==> config.mk <==
export PLATFORM = sky130hd
export DESIGN_NAME = double_ended_queue_core
export DESIGN_NICKNAME = d
export VERILOG_FILES = /design/src/deq_pkg.sv /design/src/double_ended_queue_core.sv /design/src/deq_datapath.sv /design/src/deq_ctrl.sv
export VERILOG_INCLUDE_DIRS = /design/src /design/src/src
export SDC_FILE = /design/constraint.sdc
export NUM_CORES = 1
export LEC_CHECK = 0
export BUFFER_PORTS_ARGS = -buffer_cell sky130_fd_sc_hd__buf_2
export CAP_MARGIN = 20
export CORE_UTILIZATION = 51
export CTS_CLUSTER_DIAMETER = 60
export DETAILED_ROUTE_END_ITERATION = 12
export GPL_ROUTABILITY_DRIVEN = 1
export PLACE_DENSITY_LB_ADDON = 0.15
export SYNTH_ARGS = -nofsm -noshare
export SYNTH_HDL_FRONTEND = slang
export SYNTH_SLANG_ARGS = --single-unit
==> constraint.sdc <==
create_clock -name clk -period 11.3 [get_ports clk]
set_input_delay 1.13 -clock clk [delete_from_list [all_inputs] [get_ports clk]]
set_output_delay 1.13 -clock clk [all_outputs]
set_load 0.005 [all_outputs]
==> src/double_ended_queue_core_macros.svh <==
// assertion macros for the double-ended queue core
`ifndef DOUBLE_ENDED_QUEUE_CORE_MACROS_SVH
`define DOUBLE_ENDED_QUEUE_CORE_MACROS_SVH

`ifndef NO_ASSERTIONS

`define DEQ_ASSERT(lbl, prop) \
  lbl: assert property (@(posedge clk) disable iff (rst) (prop)) \
    else $error("deq check failed");

`define DEQ_ASSERT_NEXT(lbl, ante, cons) \
  lbl: assert property (@(posedge clk) disable iff (rst) (ante) |=> (cons)) \
    else $error("deq sequence check failed");

`else

`define DEQ_ASSERT(lbl, prop)

`define DEQ_ASSERT_NEXT(lbl, ante, cons)

`endif

`endif

==> src/deq_pkg.sv <==
// shared types and constants for the double-ended queue core
package deq_pkg;

  localparam int DEPTH_DEFAULT = 16;
  localparam int DATA_W        = 32;
  localparam int FILL_W        = 5;

  typedef enum logic [1:0] {
    CMD_PUSH_FRONT = 2'd0,
    CMD_PUSH_BACK  = 2'd1,
    CMD_POP_FRONT  = 2'd2,
    CMD_POP_BACK   = 2'd3
  } cmd_t;

  typedef enum logic [1:0] {
    ST_OK    = 2'd0,
    ST_FULL  = 2'd1,
    ST_EMPTY = 2'd2
  } status_t;

  typedef struct packed {
    cmd_t                       command;
    logic signed [DATA_W-1:0]   value;
  } item_t;

  typedef struct packed {
    logic signed [DATA_W-1:0]   popped_value;
    status_t                    status;
    logic        [FILL_W-1:0]   fill_count;
  } result_t;

  typedef enum logic [1:0] {
    IDLE,
    ACCESS,
    FINISH
  } state_t;

  typedef struct packed {
    logic capture;
    logic access;
    logic load_out;
  } ctrl_t;

  typedef struct packed {
    logic empty;
    logic full;
  } dp_stat_t;

endpackage

==> src/double_ended_queue_core.sv <==
// double-ended queue core: a ring of DEPTH signed 32-bit slots
// item channel: item_valid/item_stall carry a command (push front, push back,
//   pop front, pop back) and a value; pops ignore the value
// result channel: result_valid/result_stall carry the popped value (zero when
//   nothing was removed), a status (ok, full on push, empty on pop) and the
//   fill level after the operation
// each transfer in gives exactly one result; a full push or an empty pop
//   changes nothing
// the sequencer steps through capture of the item, access to the single-port
//   ring memory and load of the result, which waits for a free output register;
//   a new item is taken only after the result of the last one is loaded
// a finished result waits in an output register, so the next item is taken
//   while the receiver stalls; a second result then waits until it drains
// reset empties the queue at once (front pointer and count cleared); slot
//   contents are not cleared and are only read after being written
`include "double_ended_queue_core_macros.svh"

module double_ended_queue_core
  import deq_pkg::*;
#(
  parameter int DEPTH = DEPTH_DEFAULT
) (
  input  logic    clk,
  input  logic    rst,
  input  logic    item_valid,
  output logic    item_stall,
  input  item_t   item,
  output logic    result_valid,
  input  logic    result_stall,
  output result_t result
);

  ctrl_t    ctrl;
  dp_stat_t stat;

  deq_ctrl u_ctrl (
    .clk          (clk),
    .rst          (rst),
    .item_valid   (item_valid),
    .item_stall   (item_stall),
    .result_valid (result_valid),
    .result_stall (result_stall),
    .ctrl         (ctrl)
  );

  deq_datapath #(
    .DEPTH (DEPTH)
  ) u_datapath (
    .clk    (clk),
    .rst    (rst),
    .ctrl   (ctrl),
    .item   (item),
    .result (result),
    .stat   (stat)
  );

  `DEQ_ASSERT(a_not_full_and_empty, !(stat.full && stat.empty))
  `DEQ_ASSERT_NEXT(a_one_at_a_time, item_valid && !item_stall, item_stall)
  `DEQ_ASSERT(a_empty_pop_zero, !(result_valid && result.status == ST_EMPTY) || (result.popped_value == '0 && result.fill_count == '0))
  `DEQ_ASSERT(a_full_push_level, !(result_valid && result.status == ST_FULL) || result.fill_count == FILL_W'(DEPTH))

endmodule

==> src/deq_datapath.sv <==
// ring buffer storage, pointers and result register
module deq_datapath
  import deq_pkg::*;
#(
  parameter int DEPTH = DEPTH_DEFAULT
) (
  input  logic     clk,
  input  logic     rst,
  input  ctrl_t    ctrl,
  input  item_t    item,
  output result_t  result,
  output dp_stat_t stat
);

  localparam int AW = (DEPTH > 1) ? $clog2(DEPTH) : 1;
  localparam int CW = $clog2(DEPTH + 1);
  localparam int SW = AW + 1;

  logic [DATA_W-1:0] mem [DEPTH];

  cmd_t                     cmd_r;
  logic signed [DATA_W-1:0] value_r;
  logic [AW-1:0]            front;
  logic [AW-1:0]            front_next;
  logic [CW-1:0]            count;
  logic [CW-1:0]            count_next;
  logic [DATA_W-1:0]        rd_data;
  logic                     pop_ok;
  logic                     pop_ok_next;
  status_t                  res_status;
  status_t                  res_status_next;

  logic          empty;
  logic          full;
  logic [AW-1:0] front_dec;
  logic [AW-1:0] front_inc;
  logic [SW-1:0] back_sum;
  logic [SW-1:0] last_sum;
  logic [AW-1:0] back_pos;
  logic [AW-1:0] last_pos;
  logic          we;
  logic [AW-1:0] waddr;
  logic          re;
  logic [AW-1:0] raddr;

  assign empty = (count == '0);
  assign full  = (count == CW'(DEPTH));
  assign stat  = '{empty: empty, full: full};

  assign front_dec = (front == '0) ? AW'(DEPTH - 1) : front - AW'(1);
  assign front_inc = (front == AW'(DEPTH - 1)) ? '0 : front + AW'(1);
  assign back_sum  = SW'(front) + SW'(count);
  assign last_sum  = back_sum - SW'(1);
  assign back_pos  = AW'((back_sum >= SW'(DEPTH)) ? back_sum - SW'(DEPTH) : back_sum);
  assign last_pos  = AW'((last_sum >= SW'(DEPTH)) ? last_sum - SW'(DEPTH) : last_sum);

  always_comb begin
    front_next      = front;
    count_next      = count;
    pop_ok_next     = pop_ok;
    res_status_next = res_status;
    we              = 1'b0;
    waddr           = front;
    re              = 1'b0;
    raddr           = front;
    if (ctrl.access) begin
      pop_ok_next     = 1'b0;
      res_status_next = ST_OK;
      unique case (cmd_r)
        CMD_PUSH_FRONT: begin
          if (full) begin
            res_status_next = ST_FULL;
          end else begin
            we         = 1'b1;
            waddr      = front_dec;
            front_next = front_dec;
            count_next = count + CW'(1);
          end
        end
        CMD_PUSH_BACK: begin
          if (full) begin
            res_status_next = ST_FULL;
          end else begin
            we         = 1'b1;
            waddr      = back_pos;
            count_next = count + CW'(1);
          end
        end
        CMD_POP_FRONT: begin
          if (empty) begin
            res_status_next = ST_EMPTY;
          end else begin
            re          = 1'b1;
            raddr       = front;
            pop_ok_next = 1'b1;
            front_next  = front_inc;
            count_next  = count - CW'(1);
          end
        end
        CMD_POP_BACK: begin
          if (empty) begin
            res_status_next = ST_EMPTY;
          end else begin
            re          = 1'b1;
            raddr       = last_pos;
            pop_ok_next = 1'b1;
            count_next  = count - CW'(1);
          end
        end
      endcase
    end
  end

  always_ff @(posedge clk) begin
    if (rst) begin
      front <= '0;
      count <= '0;
    end else begin
      front <= front_next;
      count <= count_next;
    end
  end

  always_ff @(posedge clk) begin
    if (ctrl.capture) begin
      cmd_r   <= item.command;
      value_r <= item.value;
    end
    pop_ok     <= pop_ok_next;
    res_status <= res_status_next;
  end

  always_ff @(posedge clk) begin
    if (we) begin
      mem[waddr] <= value_r;
    end
    if (re) begin
      rd_data <= mem[raddr];
    end
  end

  always_ff @(posedge clk) begin
    if (ctrl.load_out) begin
      result.popped_value <= pop_ok ? rd_data : '0;
      result.status       <= res_status;
      result.fill_count   <= FILL_W'(count);
    end
  end

endmodule

==> src/deq_ctrl.sv <==
// sequencing state machine and result valid register
module deq_ctrl
  import deq_pkg::*;
(
  input  logic  clk,
  input  logic  rst,
  input  logic  item_valid,
  output logic  item_stall,
  output logic  result_valid,
  input  logic  result_stall,
  output ctrl_t ctrl
);

  state_t state;
  state_t state_next;
  logic   slot_free;
  logic   result_valid_next;

  assign slot_free = !result_valid || !result_stall;

  always_comb begin
    state_next = state;
    unique case (state)
      IDLE: begin
        if (item_valid) begin
          state_next = ACCESS;
        end
      end
      ACCESS: begin
        state_next = FINISH;
      end
      FINISH: begin
        if (slot_free) begin
          state_next = IDLE;
        end
      end
      default: begin
        state_next = IDLE;
      end
    endcase
  end

  always_comb begin
    item_stall    = 1'b1;
    ctrl.capture  = 1'b0;
    ctrl.access   = 1'b0;
    ctrl.load_out = 1'b0;
    unique case (state)
      IDLE: begin
        item_stall   = 1'b0;
        ctrl.capture = item_valid;
      end
      ACCESS: begin
        ctrl.access = 1'b1;
      end
      FINISH: begin
        ctrl.load_out = slot_free;
      end
      default: begin
        item_stall = 1'b1;
      end
    endcase
  end

  always_comb begin
    result_valid_next = result_valid;
    if (ctrl.load_out) begin
      result_valid_next = 1'b1;
    end else if (!result_stall) begin
      result_valid_next = 1'b0;
    end
  end

  always_ff @(posedge clk) begin
    if (rst) begin
      state        <= IDLE;
      result_valid <= 1'b0;
    end else begin
      state        <= state_next;
      result_valid <= result_valid_next;
    end
  end

endmodule
==> results.md <==
- Cell Count, Final, Fillers Out: around 2300
- Final setup violating endpoints: 0
- Starting density of the core: 0.518
- Worst Setup End Kind: flop
- DRC Markers: 0
- Die width: about 220 um
- Global-route usage over all layers: 0.217
- Fin. Hold Viols: 0
- Switching share of power: 0.215
- Post-cts sizing count: 0
- Psw: roughly 1100 uW
- Max_cap viols: 0
- Clock Path Buffers: 3
- Clk pin slew, worst setup/hold paths: roughly 0.060 ns
- Largest net degree at the start of global routing: 145
- DR vias/cell: 5.67
- Clock power share: 0.409
- Synth warn: 0
- Number of setup buffers added after CTS: 0
- Remaining Overflow, GRT: 0
- # IOs: 79
- Share of cells above drive strength 1: 0.142
- Kind of critical path: reg2reg
- Synthesis-to-finish area growth: 12.4%
- CTS Buf Count: 66
- Final nets: between 1500 and 2000
- DP Wirelength: approximately 26 mm
- Slew @ Worst Pin: around 1.2 ns
- Post-Syn Instances: 1450
- R2R Setup Slk: about 7.2 ns
- FF+latch count, synth: about 630
- IO Port Bufs: 78
- Routed Antenna Nets: 0
- Mapped Area: between 20000 and 30000 um2
- Dpl cells: ~2100
- Vias in the first global route: between 10000 and 15000
- Die H: approximately 220 um
- Initial antenna violation count: 0
- Total Die Area: a little over 50000 um2
- Min-delay worst type: reg2reg
- Post-synthesis sequential area ratio: 0.744
- Via Count: 12842
- Ys flop type: edfxtp_1
- Num Clock Sinks: roughly 630
- Leakage power: 0.0117 uW
- H-tree depth: 3
- Gpl congestion: 0.786
- Combinational group share of total power: 0.053
- Flop pwr share: 0.538
- Top fanout value on the critical path: about 140
- Synth top cells by count: edfxtp_1, mux2i_1, nand3_1
- Antenna diodes: 0
- Max-slew headroom: 0.221
- Avg Cell Area, Syn: approximately 17 um2
- Area contributors post-synth: edfxtp_1, mux2i_1, nand3_1
- Drt initial violations: between 1000 and 1500
- DR pass1 iterations: 5
- Final setup TNS: 0 ns
- Cell variety after synth: 50
- Clk_lat worst skew: between 0.5 and 0.6 ns
- Fmax: about 0.25 GHz
- Root Buffer: clkbuf_16
- Top-area cell type share of the netlist area: 0.735
- Synth async-reset ratio: 0
- CP Data Required Time: 11.62 ns
- Avg WL per Cell: 23.7 um
- Largest area contributor in the synthesized netlist: edfxtp_1
- Core area: just under 50000 um2
- CTS tree: yes
- WL final: ~54 mm
- Row cnt: 81
- Net Count, Synth: ~1500
- Worst ir drop on vdd: 0.0868 mV
- Hold-fix buffers, CTS: 0
- Final Cycle Share: 0.360
- Post-Route Skew: roughly 0.017 ns
- RSZ-0062 raised after global routing: false
- Status: finished, final reports clean
- Final Critical Period: between 4 and 5 ns
- Startpoint Class: flop
- Internal power: ~3900 uW
- Power per standard cell area: 173 nW/um2
- Crit path DAT: 4.39 ns
- Number of synthesized flops with an enable pin: between 600 and 700
- Global-route wire length before repair: 79.5 mm
- Final Slew Violations: 0
- Most frequent cell after synthesis: edfxtp_1
registers in the layout, summed over array words and instances (netlist names):
signal,count
u_datapath.rd_data,32
u_datapath.pop_ok,1
u_datapath.value_r,32
u_datapath.front,4
u_datapath.res_status,2
u_ctrl.state,2
u_datapath.result,39
u_datapath.count,5
u_datapath.cmd_r,2
u_datapath.mem,512
u_ctrl.result_valid,1
final cells by class:
type	instances	area, um2
repair buffers	112	691
clock inverters	33	260
multi-input cells	726	6070
well taps	664	831
inverters	13	48.8
flip-flops and latches	632	18900
clock buffers	83	1720
fillers	3751	20500
per-stage QoR:
| step | utilization | total power (uW) | hold WS [ns] | setup slack (ns) | cell area, um2 |
|---|---|---|---|---|---|
| after floorplan | - | 2890 | 0.400 | 6.59 | 25300 |
| after global routing | 0.582 | 5090 | 0.428 | 7.03 | 28500 |
| after CTS | 0.581 | 4980 | 0.418 | 7.17 | 28400 |
| final | 0.582 | 4930 | 0.417 | 7.23 | 28500 |
| after global placement | 0.541 | 2960 | 0.400 | 7.23 | 26500 |
| after detailed placement | 0.541 | 2970 | 0.405 | 7.16 | 26500 |
cells in the final DEF, fill, tap and decap left out, types with 5 or more instances in the layout:
master	count
nor2_1	19
edfxtp_1	620
nand3_1	134
nand2b_1	6
buf_4	31
mux2i_1	385
o21ai_0	5
inv_1	11
clkinv_1	16
nand2_1	12
clkbuf_16	66
inv_6	6
clkbuf_1	17
a21oi_1	16
nand4_1	33
nor2_4	9
ha_1	9
dfxtp_1	12
clkinv_2	5
buf_2	78
and2_1	35
kinds of logic after synthesis:
| logic type | share of synthesized area |
|---|---|
| AO/OA/AOI/OAI | 0.0114 |
| XOR/XNOR | 0.00494 |
| adder cells (fa/ha/maj) | 0.00603 |
| buffers and inverters | 0.0226 |
| flip-flops | 0.744 |
| multiplexers | 0.153 |
| AND/OR/NAND/NOR | 0.0576 |
worst max-delay path, cell delays in order, from the launching register on:
cell and delay [ns]:
edfxtp_1 0.71, nand2_1 0.09, a211o_2 0.43, mux2i_4 0.17, buf_4 0.70, buf_12 0.72
mux2i_1 0.27, mux2i_1 0.11, nand3_1 0.13, nand4_1 0.13
per-layer routing:
| metal | wire, um | vias to the layer above | GRT usage |
|---|---|---|---|
| met3 | 2790 | 77 | 0.0327 |
| met5 | 0 | - | 0 |
| met1 | 23500 | 6574 | 0.293 |
| met2 | 26400 | 327 | 0.361 |
| li1 | - | 5864 | - |
| met4 | 1010 | 0 | 0.0707 |
power by group through the flow:
stage	registers (uW)	logic (uW)	clock network, uW
2_1_floorplan	2680	201	0
3_3_place_gp	2700	262	0
3_5_place_dp	2700	264	0
4_1_cts	2650	265	2060
5_1_grt	2660	285	2150
6_report	2650	263	2010
path summary, 6_finish.rpt:
kind,cells past startpoint,startpoint,end
setup / recovery,9,u_datapath.cmd_r[1],u_datapath.rd_data[18]
hold / removal,0,u_datapath.res_status[1],u_datapath.result[6]
setup reg to reg,9,u_datapath.cmd_r[1],u_datapath.rd_data[18]
hold reg to reg,0,u_datapath.res_status[1],u_datapath.result[6]
(Power assumes the default switching activity.)
